`config.mk`:
```
export PLATFORM = sky130hd
export DESIGN_NAME = text_window_line_writer
export DESIGN_NICKNAME = d
export VERILOG_FILES = /design/src/sv/tww_pkg.sv /design/src/sv/tww_state_mem.sv /design/src/sv/tww_step_unit.sv /design/src/sv/text_window_line_writer.sv
export SDC_FILE = /design/constraint.sdc
export NUM_CORES = 1
export LEC_CHECK = 0
export BUFFER_PORTS_ARGS = -buffer_cell sky130_fd_sc_hd__buf_4
export CORE_MARGIN = 2
export CORE_UTILIZATION = 57
export CTS_BUF_LIST = sky130_fd_sc_hd__clkbuf_8
export DETAILED_ROUTE_END_ITERATION = 8
export GPL_TIMING_DRIVEN = 0
export MAX_ROUTING_LAYER = met4
export PLACE_DENSITY = 0.78
export SETUP_SLACK_MARGIN = 0.4
export SLEW_MARGIN = 5
export SYNTH_ARGS = -nofsm -noshare
export SYNTH_HDL_FRONTEND = slang
export SYNTH_SLANG_ARGS = --single-unit
```
`constraint.sdc`:
```
create_clock -name clock -period 3.3 [get_ports clock]
set_clock_uncertainty 0.05 [all_clocks]
set_input_delay 0.165 -clock clock [delete_from_list [all_inputs] [get_ports clock]]
set_output_delay 0.165 -clock clock [all_outputs]
set_load 0.05 [all_outputs]
```
`src/sv/tww_pkg.sv`:
```
// ---------------------------------------------------------------------------
// Text window line writer package
// Result layout, step flags, character codes and action kinds.
// ---------------------------------------------------------------------------
`default_nettype none

package tww_pkg;

   // action kinds, carried on rsp_tuser
   localparam logic [1:0] KIND_SLOT   = 2'd0;
   localparam logic [1:0] KIND_SCROLL = 2'd1;
   localparam logic [1:0] KIND_FLUSH  = 2'd2;

   localparam logic [7:0] CHAR_TAB     = 8'h09;
   localparam logic [7:0] CHAR_NEWLINE = 8'h0A;
   localparam logic [7:0] CHAR_SPACE   = 8'h20;
   localparam logic [7:0] CHAR_PERCENT = 8'h25;
   localparam logic [7:0] CHAR_DIGIT0  = 8'd48;
   localparam logic [7:0] CHAR_DIGIT3  = 8'd51;

   localparam int TAB_STOP = 4;

   localparam int REQ_DATA_W = 16;
   localparam int RSP_DATA_W = 32;

   typedef struct packed {
      logic [1:0] kind;
      logic [3:0] window_out;
      logic [4:0] column;
      logic [9:0] tile_value;
      logic [4:0] line_row;
      logic [5:0] line_count;
      logic       last;
   } result_type;

   typedef struct packed {
      logic col_full;       // line reached its column limit
      logic tab_more;       // tab still short of its stop
      logic next_row_full;  // updated row lies past the last row of the window
   } step_flags_type;

endpackage

`default_nettype wire

```
`src/sv/tww_state_mem.sv`:
```
// ---------------------------------------------------------------------------
// Per-window state memory
// One word per window, registered read, valid bits so unwritten windows
// read as zero right after reset.
// ---------------------------------------------------------------------------
`default_nettype none

module tww_state_mem #(
   parameter int DEPTH = 16,
   parameter int WIDTH = 15,
   parameter int IDX_W = 4
) (
   input  wire logic             clock,
   input  wire logic             reset,
   input  wire logic [IDX_W-1:0] rd_addr,
   output logic      [WIDTH-1:0] rd_data,
   input  wire logic             wr_en,
   input  wire logic [IDX_W-1:0] wr_addr,
   input  wire logic [WIDTH-1:0] wr_data
);

   logic [WIDTH-1:0] mem_ff [DEPTH];
   logic [DEPTH-1:0] valid_ff, valid_in;
   logic [WIDTH-1:0] rd_word_ff;
   logic             rd_valid_ff;

   always_comb begin
      valid_in = valid_ff;
      if (wr_en) begin
         valid_in[wr_addr] = 1'b1;
      end
   end

   always_ff @(posedge clock) begin
      if (reset) begin
         valid_ff <= '0;
      end else begin
         valid_ff <= valid_in;
      end
   end

   always_ff @(posedge clock) begin
      if (wr_en) begin
         mem_ff[wr_addr] <= wr_data;
      end
      rd_word_ff  <= mem_ff[rd_addr];
      rd_valid_ff <= valid_ff[rd_addr];
   end

   assign rd_data = rd_valid_ff ? rd_word_ff : '0;

endmodule

`default_nettype wire

```
`src/sv/tww_step_unit.sv`:
```
// ---------------------------------------------------------------------------
// Step unit
// Shared column/row arithmetic: builds one result beat for a slot write,
// scroll or flush and the column and row that follow it.
// ---------------------------------------------------------------------------
`default_nettype none

module tww_step_unit #(
   parameter int LINE_COLUMNS = 32,
   parameter int WINDOW_ROWS  = 24
) (
   input  wire logic [1:0]                          op,
   input  wire logic [$clog2(LINE_COLUMNS+1)-1:0]   col,
   input  wire logic [$clog2(WINDOW_ROWS+1)-1:0]    row,
   input  wire logic [1:0]                          colour,
   input  wire logic [7:0]                          cur,
   input  wire logic                                pend,
   input  wire logic [3:0]                          window,
   output tww_pkg::result_type                      result,
   output logic      [$clog2(LINE_COLUMNS+1)-1:0]   col_next,
   output logic      [$clog2(WINDOW_ROWS+1)-1:0]    row_next,
   output tww_pkg::step_flags_type                  flags
);

   localparam int COL_W = $clog2(LINE_COLUMNS+1);
   localparam int ROW_W = $clog2(WINDOW_ROWS+1);

   logic       is_tab;
   logic [9:0] tile_sum;

   always_comb begin
      is_tab   = (cur == tww_pkg::CHAR_TAB);
      tile_sum = {1'b0, colour, 7'b0} + {2'b00, cur};

      result            = '0;
      result.window_out = window;
      col_next          = col;
      row_next          = row;

      case (op)
         tww_pkg::KIND_SLOT: begin
            result.kind       = tww_pkg::KIND_SLOT;
            result.column     = 5'(col);
            result.tile_value = is_tab ? 10'(tww_pkg::CHAR_SPACE) : tile_sum;
            col_next          = col + COL_W'(1);
         end
         tww_pkg::KIND_SCROLL: begin
            result.kind = tww_pkg::KIND_SCROLL;
            row_next    = ROW_W'(WINDOW_ROWS - 1);
         end
         tww_pkg::KIND_FLUSH: begin
            result.kind       = tww_pkg::KIND_FLUSH;
            result.line_row   = 5'(row);
            result.line_count = 6'(col);
            col_next          = '0;
            row_next          = row + ROW_W'(1);
         end
         default: begin
            result.kind = tww_pkg::KIND_SLOT;
         end
      endcase

      flags.col_full      = (col_next >= COL_W'(LINE_COLUMNS));
      flags.tab_more      = is_tab && !flags.col_full &&
                            ((col_next % COL_W'(tww_pkg::TAB_STOP)) != '0);
      flags.next_row_full = (row_next >= ROW_W'(WINDOW_ROWS));

      case (op)
         tww_pkg::KIND_SLOT:  result.last = !pend && !flags.tab_more && !flags.col_full;
         tww_pkg::KIND_FLUSH: result.last = !pend;
         default:             result.last = 1'b0;
      endcase
   end

endmodule

`default_nettype wire

```
`src/sv/text_window_line_writer.sv`:
```
// ---------------------------------------------------------------------------
// Text window line writer
// Takes one character and a window number per beat and turns it into slot
// writes, scrolls and line flushes for that window. Per-window colour, row,
// column and escape state live in a small memory with a registered read;
// valid bits make every window read as zero after reset, so there is no
// clearing pass. A character goes through a state read and a decode, then
// one result beat per cycle from the shared step unit while the output is
// not stalled, then a write-back: an ordinary character gives one slot
// beat, a tab up to 4 slot beats, a line end one flush beat plus one scroll
// beat at the bottom row, at most 7 beats for one character. A window
// number at or above WINDOWS is taken and dropped in the same cycle.
// ---------------------------------------------------------------------------
`default_nettype none

module text_window_line_writer #(
   parameter int WINDOWS      = 16,
   parameter int LINE_COLUMNS = 32,
   parameter int WINDOW_ROWS  = 24
) (
   input  wire logic        clock,
   input  wire logic        reset,
   input  wire logic        req_tvalid,
   output logic             req_tready,
   input  wire logic [15:0] req_tdata,   // char_code[7:0], window[11:8], zero
   output logic             rsp_tvalid,
   input  wire logic        rsp_tready,
   output logic      [31:0] rsp_tdata,   // window_out[3:0], column[8:4],
                                         // tile_value[18:9], line_row[23:19],
                                         // line_count[29:24], zero
   output logic      [1:0]  rsp_tuser,   // kind
   output logic             rsp_tlast    // last
);

   localparam int COL_W  = $clog2(LINE_COLUMNS+1);
   localparam int ROW_W  = $clog2(WINDOW_ROWS+1);
   localparam int IDX_W  = (WINDOWS > 1) ? $clog2(WINDOWS) : 1;
   localparam int WORD_W = 1 + 2 + ROW_W + COL_W;

   localparam logic [2:0] ST_IDLE   = 3'd0;
   localparam logic [2:0] ST_DECODE = 3'd1;
   localparam logic [2:0] ST_SLOT   = 3'd2;
   localparam logic [2:0] ST_SCROLL = 3'd3;
   localparam logic [2:0] ST_FLUSH  = 3'd4;
   localparam logic [2:0] ST_WB     = 3'd5;

   logic [2:0]          state_ff, state_in;
   logic [7:0]          char_ff, char_in;
   logic [3:0]          win_ff, win_in;
   logic [7:0]          cur_ff, cur_in;
   logic                pend_ff, pend_in;
   logic [COL_W-1:0]    col_ff, col_in;
   logic [ROW_W-1:0]    row_ff, row_in;
   logic [1:0]          colour_ff, colour_in;
   logic                esc_ff, esc_in;
   tww_pkg::result_type rsp_ff, rsp_in;
   logic                rsp_valid_ff, rsp_valid_in;

   logic [WORD_W-1:0]   rd_word;
   logic [WORD_W-1:0]   wr_word;
   logic                wr_en;
   logic [COL_W-1:0]    col0;
   logic [ROW_W-1:0]    row0;
   logic [1:0]          colour0;
   logic                esc0;

   logic [1:0]              u_op;
   logic [COL_W-1:0]        u_col;
   logic [ROW_W-1:0]        u_row;
   tww_pkg::result_type     u_result;
   logic [COL_W-1:0]        u_col_next;
   logic [ROW_W-1:0]        u_row_next;
   tww_pkg::step_flags_type u_flags;

   logic       emit_ok;
   logic       win_ok;
   logic       is_digit;

   // first state of a plain character: newline goes to the flush, via a scroll when the window is full
   function automatic logic [2:0] plain_start(input logic [7:0] ch,
                                              input logic row_full);
      logic [2:0] st;
      if (ch == tww_pkg::CHAR_NEWLINE) begin
         st = row_full ? ST_SCROLL : ST_FLUSH;
      end else begin
         st = ST_SLOT;
      end
      return st;
   endfunction

   assign col0    = rd_word[COL_W-1:0];
   assign row0    = rd_word[COL_W +: ROW_W];
   assign colour0 = rd_word[COL_W+ROW_W +: 2];
   assign esc0    = rd_word[WORD_W-1];
   assign wr_word = {esc_ff, colour_ff, row_ff, col_ff};

   tww_state_mem #(
      .DEPTH(WINDOWS),
      .WIDTH(WORD_W),
      .IDX_W(IDX_W)
   ) u_mem (
      .clock   (clock),
      .reset   (reset),
      .rd_addr (IDX_W'(req_tdata[11:8])),
      .rd_data (rd_word),
      .wr_en   (wr_en),
      .wr_addr (IDX_W'(win_ff)),
      .wr_data (wr_word)
   );

   always_comb begin
      case (state_ff)
         ST_SCROLL: u_op = tww_pkg::KIND_SCROLL;
         ST_FLUSH:  u_op = tww_pkg::KIND_FLUSH;
         default:   u_op = tww_pkg::KIND_SLOT;
      endcase
      u_col = (state_ff == ST_DECODE) ? col0 : col_ff;
      u_row = (state_ff == ST_DECODE) ? row0 : row_ff;
   end

   tww_step_unit #(
      .LINE_COLUMNS(LINE_COLUMNS),
      .WINDOW_ROWS (WINDOW_ROWS)
   ) u_step (
      .op       (u_op),
      .col      (u_col),
      .row      (u_row),
      .colour   (colour_ff),
      .cur      (cur_ff),
      .pend     (pend_ff),
      .window   (win_ff),
      .result   (u_result),
      .col_next (u_col_next),
      .row_next (u_row_next),
      .flags    (u_flags)
   );

   assign emit_ok  = !rsp_valid_ff || rsp_tready;
   assign win_ok   = (7'(req_tdata[11:8]) < 7'(WINDOWS));
   assign is_digit = (char_ff >= tww_pkg::CHAR_DIGIT0) && (char_ff <= tww_pkg::CHAR_DIGIT3);

   always_comb begin
      state_in     = state_ff;
      char_in      = char_ff;
      win_in       = win_ff;
      cur_in       = cur_ff;
      pend_in      = pend_ff;
      col_in       = col_ff;
      row_in       = row_ff;
      colour_in    = colour_ff;
      esc_in       = esc_ff;
      rsp_in       = rsp_ff;
      rsp_valid_in = rsp_valid_ff && !rsp_tready;
      wr_en        = 1'b0;

      case (state_ff)
         ST_IDLE: begin
            if (req_tvalid) begin
               char_in = req_tdata[7:0];
               win_in  = req_tdata[11:8];
               if (win_ok) begin
                  state_in = ST_DECODE;
               end
            end
         end
         ST_DECODE: begin
            col_in    = col0;
            row_in    = row0;
            colour_in = colour0;
            esc_in    = esc0;
            pend_in   = 1'b0;
            if (esc0) begin
               if (is_digit) begin
                  colour_in = 2'(char_ff - tww_pkg::CHAR_DIGIT0);
                  esc_in    = 1'b0;
                  state_in  = ST_WB;
               end else begin
                  // literal percent first, then the character unless it opens a new escape
                  cur_in   = tww_pkg::CHAR_PERCENT;
                  pend_in  = (char_ff != tww_pkg::CHAR_PERCENT);
                  esc_in   = (char_ff == tww_pkg::CHAR_PERCENT);
                  state_in = plain_start(tww_pkg::CHAR_PERCENT, u_flags.next_row_full);
               end
            end else if (char_ff == tww_pkg::CHAR_PERCENT) begin
               esc_in   = 1'b1;
               state_in = ST_WB;
            end else begin
               cur_in   = char_ff;
               state_in = plain_start(char_ff, u_flags.next_row_full);
            end
         end
         ST_SLOT, ST_SCROLL, ST_FLUSH: begin
            if (emit_ok) begin
               rsp_in       = u_result;
               rsp_valid_in = 1'b1;
               col_in       = u_col_next;
               row_in       = u_row_next;
               if (state_ff == ST_SCROLL) begin
                  state_in = ST_FLUSH;
               end else if (state_ff == ST_SLOT && u_flags.tab_more) begin
                  state_in = ST_SLOT;
               end else if (state_ff == ST_SLOT && u_flags.col_full) begin
                  state_in = u_flags.next_row_full ? ST_SCROLL : ST_FLUSH;
               end else if (pend_ff) begin
                  cur_in   = char_ff;
                  pend_in  = 1'b0;
                  state_in = plain_start(char_ff, u_flags.next_row_full);
               end else begin
                  state_in = ST_WB;
               end
            end
         end
         ST_WB: begin
            wr_en    = 1'b1;
            state_in = ST_IDLE;
         end
         default: begin
            state_in = ST_IDLE;
         end
      endcase
   end

   always_ff @(posedge clock) begin
      if (reset) begin
         state_ff     <= ST_IDLE;
         rsp_valid_ff <= 1'b0;
      end else begin
         state_ff     <= state_in;
         rsp_valid_ff <= rsp_valid_in;
      end
   end

   always_ff @(posedge clock) begin
      char_ff   <= char_in;
      win_ff    <= win_in;
      cur_ff    <= cur_in;
      pend_ff   <= pend_in;
      col_ff    <= col_in;
      row_ff    <= row_in;
      colour_ff <= colour_in;
      esc_ff    <= esc_in;
      rsp_ff    <= rsp_in;
   end

   assign req_tready = (state_ff == ST_IDLE);
   assign rsp_tvalid = rsp_valid_ff;
   assign rsp_tdata  = {2'b00, rsp_ff.line_count, rsp_ff.line_row, rsp_ff.tile_value,
                        rsp_ff.column, rsp_ff.window_out};
   assign rsp_tuser  = rsp_ff.kind;
   assign rsp_tlast  = rsp_ff.last;

endmodule

`default_nettype wire

```
==> results of run 1 <==
-- timing repair --
item,in CTS,in global routing
gates cloned,0,0
pin swaps,9,9
gates resized for setup,27,13
setup buffers,10,4
endpoints found under the setup margin,127,77
hold buffers,15,0
hold endpoints to repair,19,0
-- placed cells by master (no fill, tap or decap), drive strengths merged, types with 10 or more instances in the layout --
master	n
and2	14
edfxtp	292
nor2b	12
o21ai	10
clkbuf	74
inv	28
buf	82
a21oi	21
dfxtp	35
nand2	26
nand3	10
nor2	69
nor3	14
mux4	75
dlygate4sd3	15
clkinv	16
-- layer usage --
metal  wire length, um  vias to the layer above
li1                  -                     3167
met1             10900                     3704
met2             13600                      366
met3              1950                       78
met4               715                        0
met5                 0                        -
-- power breakdown --
group,switching (mW),internal [mW]
Combinational,1.59,0.896
Sequential,0.557,5.39
Clock,1.46,1.69
Total,3.61,7.98
-- how the worst min path moves through the flow --
stage,start,end,slack [ns]
3_3_place_gp,req_tdata[3],char_ff[3],0.29
3_5_place_dp,req_tdata[1],char_ff[1],0.30
6_report,rsp_tready,rsp_tvalid,0.08
4_1_cts,rsp_tready,rsp_tvalid,0.03
5_1_grt,rsp_tready,rsp_tvalid,0.09
2_1_floorplan,req_tdata[0],char_ff[0],0.21
-- registers in the layout, summed over array words and instances, names as in the netlist, 2 cells and up --
name and count:
char_ff 8, cur_ff 8, col_ff 6, win_ff 4, colour_ff 2, state_ff 3, rsp_tdata 30, u_mem.mem_ff 224
u_mem.valid_ff 16, u_mem.rd_word_ff 14, rsp_tuser 2, row_ff 5
-- cells in the mapped netlist (all sizes together), types with 6 or more instances --
cell type	instances
edfxtp	292
nor2	69
mux2i	9
a21oi	21
nor4	6
nor3	14
nor2b	12
buf	13
mux4	75
and3	7
nand2b	8
nand2	26
inv	10
o21ai	10
nand3	10
clkbuf	22
and2	14
dfxtp	35
-- layout make-up --
class | instances | area (sq um) | area share
Sequential cell | 327 | 9480 | 0.625
Multi-Input combinational cell | 353 | 3480 | 0.230
Clock buffer | 52 | 716 | 0.0472
Timing Repair Buffer | 84 | 676 | 0.0446
Tap cell | 285 | 357 | 0.0235
Clock inverter | 35 | 228 | 0.0150
Buffer | 35 | 180 | 0.0119
Inverter | 12 | 50.0 | 0.00330
-- per-stage QoR --
stage / TNS [ns] / util / instance area (sq um)
2_1_floorplan: 0 / - / 13000
3_3_place_gp: -25.68 / 0.610 / 13700
3_5_place_dp: -0.0848 / 0.613 / 13800
4_1_cts: 0 / 0.670 / 15100
5_1_grt: 0 / 0.674 / 15200
6_report: 0 / 0.674 / 15200
-- worst reg2reg max path, delay by kind of cell (launching register included) --
family | cells | cell delay [ns]
simple gates | 3 | 0.49
buf+inv | 6 | 0.76
flops | 1 | 0.36
fa+ha+maj | 1 | 0.26
compound gates | 5 | 1.00
-- kinds of logic after synthesis --
kind of cell	Yosys count	synth area share
compound gates	70	0.0364
xor+xnor	8	0.00540
fa+ha+maj	4	0.00386
buf+inv	47	0.0161
flops	327	0.729
mux	86	0.139
other cells	1	0.000289
simple gates	183	0.0697
==> results by group, run 1 <==
Timing
  – RSZ-0062 raised after global routing: true
  – Worst setup margin: ~0.15 ns
  – Min Tclk post-route: approximately 3.1 ns
  – Hold Vio Cnt, Final: 0
  – Measured slew at the worst slew-check pin: between 1 and 1.5 ns
  – Hold slack: 0.0783 ns
  – Slew HR: 0.160
  – Fin. max-slew vios: 0
  – Final setup fails: 0
  – Period utilization: 0.954
  – FMAX: 318 MHz

Global route
  – Total grt overflow: 0
  – M3 GR Usage: 0.0435
  – Pin count of the biggest net entering global routing: 34
  – Vias in the first global route: approximately 7.5k
  – GR Util All Layers: 0.238
  – Met2 Use GR: 0.384
  – Busiest grt layer: met2
  – Met1 Track Usage GR: 0.311
  – Initial antenna violation count: 0
  – Global-route wire length before repair: roughly 42000 um

Final layout
  – Fill cells: 1437
  – Non-filler cells, final: 1183
  – Final nets: around 900
  – Inserted Diodes: 0
  – Area grow syn2layout: 16.8%
  – Layout cells sized above 1: 0.291

Clock tree
  – Max clock buf depth: 3
  – H-Tree Level Count: 2
  – Insertion delay to the later sink of the worst-skew pair: 0.55 ns
  – Root Buffer: clkbuf_8
  – CTS clk-pin slew, worst paths: ~0.06 ns
  – Clock Sinks: around 330
  – CTS tree: yes
  – CTS buffer count: 49

Worst setup path
  – Crit path required time: 3.57 ns
  – Stages on worst setup path: 15
  – Crit-path leading delay family: compound AO/OA/AOI/OAI gates
  – Reg2reg start: state_ff[0]
  – Critical path buffers and inverters: 6
  – R2r worst-path depth: 15
  – CP Cell Sequence: buf_6, or3b_4, buf_6, clkbuf_16, nand2_4, o21a_1, inv_2, ha_4, o21ai_2, a221o_1, buf_4, a31o_4, a21oi_4, nor4_4, buf_6
  – Most used cell, CP: buf_6
  – Worst reg2reg endpoint: cur_ff[5]
  – Arrival time worst endpoint: 3.42 ns
  – R2R Setup Slk: 0.15 ns
  – CP endpoint: cur_ff[5]
  – Largest stage delay, worst path: about 0.38 ns
  – CP max stage cell: or3b_4
  – CP startpoint: state_ff[0]
  – Critical path fanouts, max: 8
  – Setup CP Type: reg -> reg
  – Crit end category: flip-flop
  – Startpoint Class: flip-flop

Yosys
  – Mapped Area: 13000 sq um
  – Post-synthesis sequential area ratio: 0.729
  – Leading post-synthesis cells by cell area: edfxtp_1 (68%), mux4_2 (13%), dfxtp_1 (5.4%)
  – Area fraction of the dominant cell type after synthesis: 0.675
  – Post-synth EDFFs: just under 300
  – Largest area contributor in the netlist: edfxtp_1
  – Ys Warns: 0
  – #FFs+latches synth: ~330
  – Avg Inst Size Synth: approximately 18 sq um
  – Mapped Cells: 726
  – Netlist cell types: 61
  – Ys async rst share: 0
  – Primary FF master, synth: edfxtp_1

Floorplan
  – Std cell rows: 55
  – Die area: about 24000 sq um
  – Core area: 22500 sq um
  – Die X: approximately 150 um
  – IO Pins: 57
  – Die Span Y: 155 um
  – Initial core utilization: 0.577

Hold path
  – Min-delay worst type: in -> reg
  – Hold path depth: 3

Power
  – Maximum VDD drop: 0.343 mV
  – Pwr/cell area: around 760 nW/um^2
  – Leak Pwr: about 5 nW
  – Total power: 11.6 mW

Drt
  – DR WL/cell: roughly 23 um
  – Final wirelength: 27200 um
  – DRT iter0 DRCs: 798
  – Final antenna-violating net count: 0
  – # DRC: 0
  – Drt pass-1 iters: 7
  – DR vias/cell: about 6.2
  – Via count: 7315

Place
  – GP Congestion: roughly 0.91
  – PortBufs: 50
  – Post-Place Cells: 1067
  – Place WS: -0.00553 ns
  – Dpl hpwl: 18100 um

Outcome
  – Status: finished clean

Job
  – Number of max-cap violations: 0
No activity file was read; power rests on OpenSTA's default activity.
==> run 2, diff against run 1 <==
==> constraint.sdc (replaced) <==
create_clock -name clock -period 3.3 [get_ports clock]
set_clock_uncertainty 0.05 [all_clocks]
set_input_delay 0.495 -clock clock [delete_from_list [all_inputs] [get_ports clock]]
set_output_delay 0.495 -clock clock [all_outputs]
set_load 0.05 [all_outputs]
==> run 2 against run 1 <==
Net effect: sequential share of layout area grew 0.66 points; count of clock-buffer cells in the layout is the same; core utilization shrank 0.71 points; maximum frequency is essentially flat; setup slack gained 0.0027 ns; first-iteration DRC count shrank 7.9%; combinational power is essentially flat; critical path depth is the same; routed wire length shrank 1.8%; sequential power is essentially flat; register-to-register slack is essentially flat.
==> results by group, run 2 (synthesis gave the netlist of run 1 again) <==
Timing
  – Setup TNS: 0 ns (unchanged)
  – Hold Vio Cnt, Final: 0 (unchanged)
  – Final setup fails: 0 (unchanged)
  – RSZ-0062 raised after global routing: true
  – Measured slew at the worst slew-check pin: 1.27 ns (+0.00757 ns)
  – Min Tclk post-route: 3.15 ns (-0.00270 ns)
  – Slew HR: 0.155 (-0.00505)
  – Period utilization: 0.953 (about the same)
  – Fin. max-slew vios: 0 (unchanged)
  – Worst setup margin: 0.154 ns (+0.00270 ns)
  – FMAX: 318 MHz (about the same)

Global route
  – Total grt overflow: 0 (unchanged)
  – Vias in the first global route: 7347 (-1.7%)
  – Pin count of the biggest net entering global routing: 34 (unchanged)
  – Global-route wire length before repair: 41400 um (-1.4%)
  – Initial antenna violation count: 0 (unchanged)
  – GR Util All Layers: 0.235 (-0.00353)

Power
  – Combinational fraction of design power: 0.214 (about the same)
  – Total power: 11.6 mW (-0.33%)
  – Sequential Power Share: 0.515 (+0.002)
  – Clock power frac: 0.272 (about the same)
  – Sw Pwr: 3.58 mW (-0.74%)
  – Pint: 7.97 mW (-0.15%)
  – Pwr/cell area: 770 nW/um^2 (+0.72%)
  – Sw Share: 0.310 (-0.00128)
  – Maximum VDD drop: 0.342 mV (-0.42%)
  – Leak Pwr: 5.06 nW (-1.2%)

Clock tree
  – Root Buffer: clkbuf_8
  – H-Tree Level Count: 2 (unchanged)
  – Insertion delay to the later sink of the worst-skew pair: 0.55 ns (about the same)
  – CTS buffer count: 49 (unchanged)
  – CTS tree: yes
  – Clock Sinks: 327 (unchanged)
  – Max clock buf depth: 3 (unchanged)
  – CTS clk-pin slew, worst paths: 0.06 ns (about the same)

Worst setup path
  – R2r worst-path depth: 15 (unchanged)
  – Largest stage delay, worst path: 0.38 ns (about the same)
  – Setup CP Type: reg -> reg
  – Arrival time worst endpoint: 3.41 ns (about the same)
  – Most used cell, CP: buf_6
  – Crit end category: flip-flop
  – Critical path fanouts, max: 8 (unchanged)
  – CP max stage cell: or3b_4
  – Startpoint Class: flip-flop
  – Crit path required time: 3.57 ns (about the same)
  – CP Cell Sequence: buf_6, or3b_4, buf_6, clkbuf_16, nand2_4, o21a_1, inv_2, ha_4, o21ai_2, a221o_1, buf_4, a31o_4, a21oi_4, nor4_4, buf_6

Drt
  – DR WL/cell: 22.9 um (-0.51%)
  – # DRC: 0 (unchanged)
  – Drt pass-1 iters: 5 (-2)
  – DR vias/cell: 6.19 (about the same)
  – DRT iter0 DRCs: 735 (-7.9%)
  – Final wirelength: 26700 um (-1.8%)
  – Via count: 7226 (-1.2%)
  – Final antenna-violating net count: 0 (unchanged)

Final layout
  – Non-filler cells, final: 1168 (-1.3%)
  – Area grow syn2layout: 15.6%
  – Design area: 15000 sq um (-1.0%)
  – Largest reg by FF count: u_mem.mem_ff
  – Inserted Diodes: 0 (unchanged)
  – Most frequent cells in the layout: edfxtp_1 (292), mux4_2 (75), buf_4 (69)
  – Layout cells sized above 1: 0.296 (+0.00494)
  – Final nets: 871 (-1.7%)
  – Fill cells: 1457 (+1.4%)
  – Number of flip-flops in the largest register: 224 (unchanged)
  – Most common cell after layout, fill and taps aside: edfxtp_1

Place
  – Dpl hpwl: 18100 um (unchanged)
  – Post-Place Cells: 1067 (unchanged)
  – Post-DP Area: 13800 sq um (unchanged)
  – PortBufs: 50 (unchanged)
  – GP Congestion: 0.912 (unchanged)
  – Place WS: -0.00553 ns (unchanged)

Hold path
  – Hold path depth: 1 (-2)
  – Min-delay worst type: in -> reg

Floorplan
  – Core area: 22500 sq um (unchanged)
  – Die area: 24000 sq um (unchanged)
  – IO Pins: 57 (unchanged)
  – Initial core utilization: 0.577 (unchanged)
  – Std cell rows: 55 (unchanged)
  – Die X: 155 um (unchanged)
  – Die Span Y: 155 um (unchanged)

Job
  – Number of max-cap violations: 0 (unchanged)

Outcome
  – Status: finished clean
run 2: changes by cell type in the layout (fill, tap and decap cells not counted), sizes merged:
cell         change
dlygate4sd3     -15
run 2: layout make-up:
type,instances,area (sq um),share of cell area
multi-input cells,353,3470,0.231
well taps,285,357,0.0238
plain buffers,35,181,0.0121
flip-flops and latches,327,9480,0.632
clock buffers,52,716,0.0477
inverters,12,50.0,0.00333
clock inverters,35,228,0.0152
repair buffers,69,526,0.0350
run 2: worst paths after layout:
| kind | startpoint | endpoint | slack, ns |
|---|---|---|---|
| setup / recovery | state_ff[0] | cur_ff[6] | 0.15 |
| hold / removal | req_tdata[3] | char_ff[3] | 0.07 |
| setup reg to reg | state_ff[0] | cur_ff[6] | 0.15 |
| hold reg to reg | win_ff[3] | rsp_tdata[3] | 0.40 |
run 2: layer usage:
layer  vias to the layer above  track usage  share of wire  wire length [um]
met5                         -            -              0                 0
met4                         0       0.0780          0.022               579
met3                        64       0.0443          0.074              1980
met2                       374        0.378           0.50             13500
met1                      3650        0.307           0.40             10700
li1                       3138            -              -                 -
run 2: critical path, delay by kind of cell (launching register included):
family	cells	cell delay [ns]
buf+inv	6	0.75
fa+ha+maj	1	0.26
flops	1	0.35
compound gates	5	1.01
simple gates	3	0.49
run 2: timing repair:
action / CTS / global route
resized for setup: 27 / 13
setup buffers: 10 / 4
hold buffers: 0 / 0
setup endpoints to repair: 128 / 78
pin swaps: 9 / 12
run 2: per-stage QoR:
| stage | util | hold WS (ns) |
|---|---|---|
| global route | 0.667 | 0.0367 |
| CTS | 0.663 | 0.0344 |
| finish | 0.667 | 0.0694 |
| global placement | 0.610 | 0.385 |
| floorplan | - | 0.374 |
| detailed placement | 0.613 | 0.386 |
run 2: power groups by stage:
stage / Clock [mW] / Combinational [mW] / Sequential [mW]
after floorplan: 0 / 1.13 / 6.19
after global placement: 0 / 2.07 / 5.95
after detailed placement: 0 / 2.12 / 6.03
after CTS: 3.20 / 2.34 / 5.93
after global routing: 3.38 / 2.61 / 6.02
final: 3.14 / 2.47 / 5.94
==> run 3, diff against run 2 <==
PLACE_DENSITY = 0.89   (was 0.78)
==> run 3 against run 2 <==
Net effect: critical path depth shrank 1; maximum frequency rose by 1.6%; non-clock buffer count down 1; count of clock-buffer cells in the layout rose by 3; design area is 0.18% higher; sequential power hardly changed; flip-flop and latch count unchanged; clock power shrank 3%; critical path type unchanged; highest routed layer unchanged.
==> results by group, run 3 (synthesis gave the netlist of run 1 again) <==
Floorplan
  – IO Pins: 57 (unchanged)
  – Core area: 22500 sq um (unchanged)
  – Std cell rows: 55 (unchanged)
  – Die X: 155 um (unchanged)
  – Die Span Y: 155 um (unchanged)
  – Initial core utilization: 0.577 (unchanged)
  – Die area: 24000 sq um (unchanged)

Worst setup path
  – Critical path fanouts, max: 8 (unchanged)
  – Arrival time worst endpoint: 3.37 ns (-0.04 ns)
  – Crit path required time: 3.57 ns (about the same)
  – Startpoint Class: flip-flop
  – Setup CP Type: reg -> reg
  – Crit end category: flip-flop

Power
  – Combinational fraction of design power: 0.214 (about the same)
  – Pint: 7.80 mW (-2.2%)
  – Sequential Power Share: 0.521 (+0.006)
  – Sw Share: 0.320 (+0.00952)
  – Leak Pwr: 5.07 nW (+0.19%)
  – Pwr/cell area: 762 nW/um^2 (-0.97%)
  – Total power: 11.5 mW (-0.79%)
  – Clock power frac: 0.265 (-0.007)
  – Maximum VDD drop: 0.346 mV (+1.4%)
  – Sw Pwr: 3.66 mW (+2.3%)

Final layout
  – Number of flip-flops in the largest register: 224 (unchanged)
  – Design area: 15000 sq um (+0.18%)
  – Util after Layout: 0.668 (+0.00117)
  – Most frequent cells in the layout: edfxtp_1 (292), mux4_2 (75), buf_4 (62)
  – Inserted Diodes: 0 (unchanged)
  – Final nets: 872 (+0.11%)
  – Layout cells sized above 1: 0.295 (-0.000538)
  – Fill cells: 1400 (-3.9%)
  – Largest reg by FF count: u_mem.mem_ff
  – Most common cell after layout, fill and taps aside: edfxtp_1
  – Area grow syn2layout: 15.8%

Clock tree
  – CTS tree: yes
  – Insertion delay to the later sink of the worst-skew pair: 0.57 ns (+0.02 ns)
  – CTS buffer count: 50 (+2.0%)
  – Max clock buf depth: 3 (unchanged)
  – Root Buffer: clkbuf_8
  – CTS clk-pin slew, worst paths: 0.06 ns (about the same)
  – Clock Sinks: 327 (unchanged)
  – H-Tree Level Count: 2 (unchanged)

Timing
  – FMAX: 323 MHz (+1.6%)
  – Final setup fails: 0 (unchanged)
  – Measured slew at the worst slew-check pin: 0.975 ns (-0.292 ns)
  – Period utilization: 0.938 (-0.0152)
  – Setup TNS: 0 ns (unchanged)
  – Min Tclk post-route: 3.10 ns (-0.0502 ns)
  – Hold Vio Cnt, Final: 0 (unchanged)
  – Slew HR: 0.350 (+0.195)
  – RSZ-0062 raised after global routing: true
  – Fin. max-slew vios: 0 (unchanged)

Place
  – Dpl hpwl: 19100 um (+5.3%)
  – PortBufs: 50 (unchanged)
  – Post-DP Area: 13900 sq um (+0.49%)
  – GP Congestion: 0.912 (about the same)

Drt
  – Drt pass-1 iters: 5 (unchanged)
  – # DRC: 0 (unchanged)
  – DR vias/cell: 6.32 (+2.2%)
  – DRT iter0 DRCs: 704 (-4.2%)
  – Final wirelength: 29300 um (+9.6%)
  – Final antenna-violating net count: 0 (unchanged)
  – DR WL/cell: 25.0 um (+9.1%)
  – Via count: 7414 (+2.6%)

Global route
  – Total grt overflow: 0 (unchanged)
  – M3 GR Usage: 0.0565 (+0.0123)
  – GR Util All Layers: 0.255 (+0.0202)
  – Pin count of the biggest net entering global routing: 34 (unchanged)
  – Met1 Track Usage GR: 0.311 (+0.00367)
  – Busiest grt layer: met2
  – Met2 Use GR: 0.430 (+0.0521)
  – Vias in the first global route: 7444 (+1.3%)
  – Global-route wire length before repair: 43900 um (+6.1%)
  – Initial antenna violation count: 0 (unchanged)

Job
  – Number of max-cap violations: 0 (unchanged)

Outcome
  – Status: finished clean

Hold path
  – Min-delay worst type: in -> reg
[run 3: cell count changes in the layout (fill, tap and decap cells not counted), sizes merged]
cell	previous run	this run
clkinv	16	9
clkbuf	74	75
inv	28	38
buf	82	83
clkinvlp	0	3
bufinv	3	0
[run 3: area by class of cell]
| cell class | instances | area [sq um] | share of cell area |
|---|---|---|---|
| clock inverters | 37 | 158 | 0.0105 |
| flip-flops and latches | 327 | 9480 | 0.631 |
| repair buffers | 68 | 552 | 0.0367 |
| plain buffers | 35 | 173 | 0.0115 |
| repair inverters | 1 | 7.51 | 0.000499 |
| clock buffers | 55 | 757 | 0.0504 |
| well taps | 285 | 357 | 0.0237 |
| multi-input cells | 353 | 3500 | 0.233 |
| inverters | 12 | 53.8 | 0.00358 |
[run 3: stage by stage]
step	hold WS (ns)	cells	setup slack (ns)
2_1_floorplan	0.374	727	0.421
3_3_place_gp	0.387	1062	-0.449
3_5_place_dp	0.393	1070	-0.0243
4_1_cts	0.0380	1165	0.0703
5_1_grt	0.0305	1173	0.110
6_report	0.0580	1173	0.204
[run 3: path summary, 6_finish.rpt]
path	from	to	slack [ns]	cells past startpoint
max	state_ff[1]	cur_ff[6]	0.20	14
max reg2reg	state_ff[1]	cur_ff[6]	0.20	14
min reg2reg	win_ff[2]	rsp_tdata[2]	0.42	0
min	req_tdata[4]	char_ff[4]	0.06	1
[run 3: layer usage]
metal	vias to the layer above	wire length [um]
li1	3146	-
met1	3715	10700
met2	467	15200
met3	86	2640
met4	0	848
met5	-	0
[run 3: critical path, stage by stage, from the launching register on]
cell,delay (ns)
dfxtp_4,0.37
or3b_4,0.39
buf_6,0.14
buf_8,0.13
nand2_2,0.06
o21a_1,0.16
inv_2,0.05
ha_4,0.26
o21ai_2,0.04
a221o_1,0.38
buf_4,0.16
a31o_4,0.23
a21oi_4,0.20
nor4_4,0.07
buf_6,0.15
[run 3: power by group through the flow]
| stage | clock network (mW) | logic (mW) | registers (mW) |
|---|---|---|---|
| finish | 3.04 | 2.45 | 5.97 |
| floorplan | 0 | 1.13 | 6.19 |
| global route | 3.24 | 2.60 | 6.04 |
| global placement | 0 | 2.08 | 5.96 |
| detailed placement | 0 | 2.11 | 6.03 |
| CTS | 3.07 | 2.23 | 5.96 |
[run 3: repair_timing]
action                     CTS  global route
pin swaps                    2            12
buffers inserted             3             7
gates resized for setup     14            36
gates cloned                 0             1
setup endpoints to repair  111           173
hold buffers                 0             0
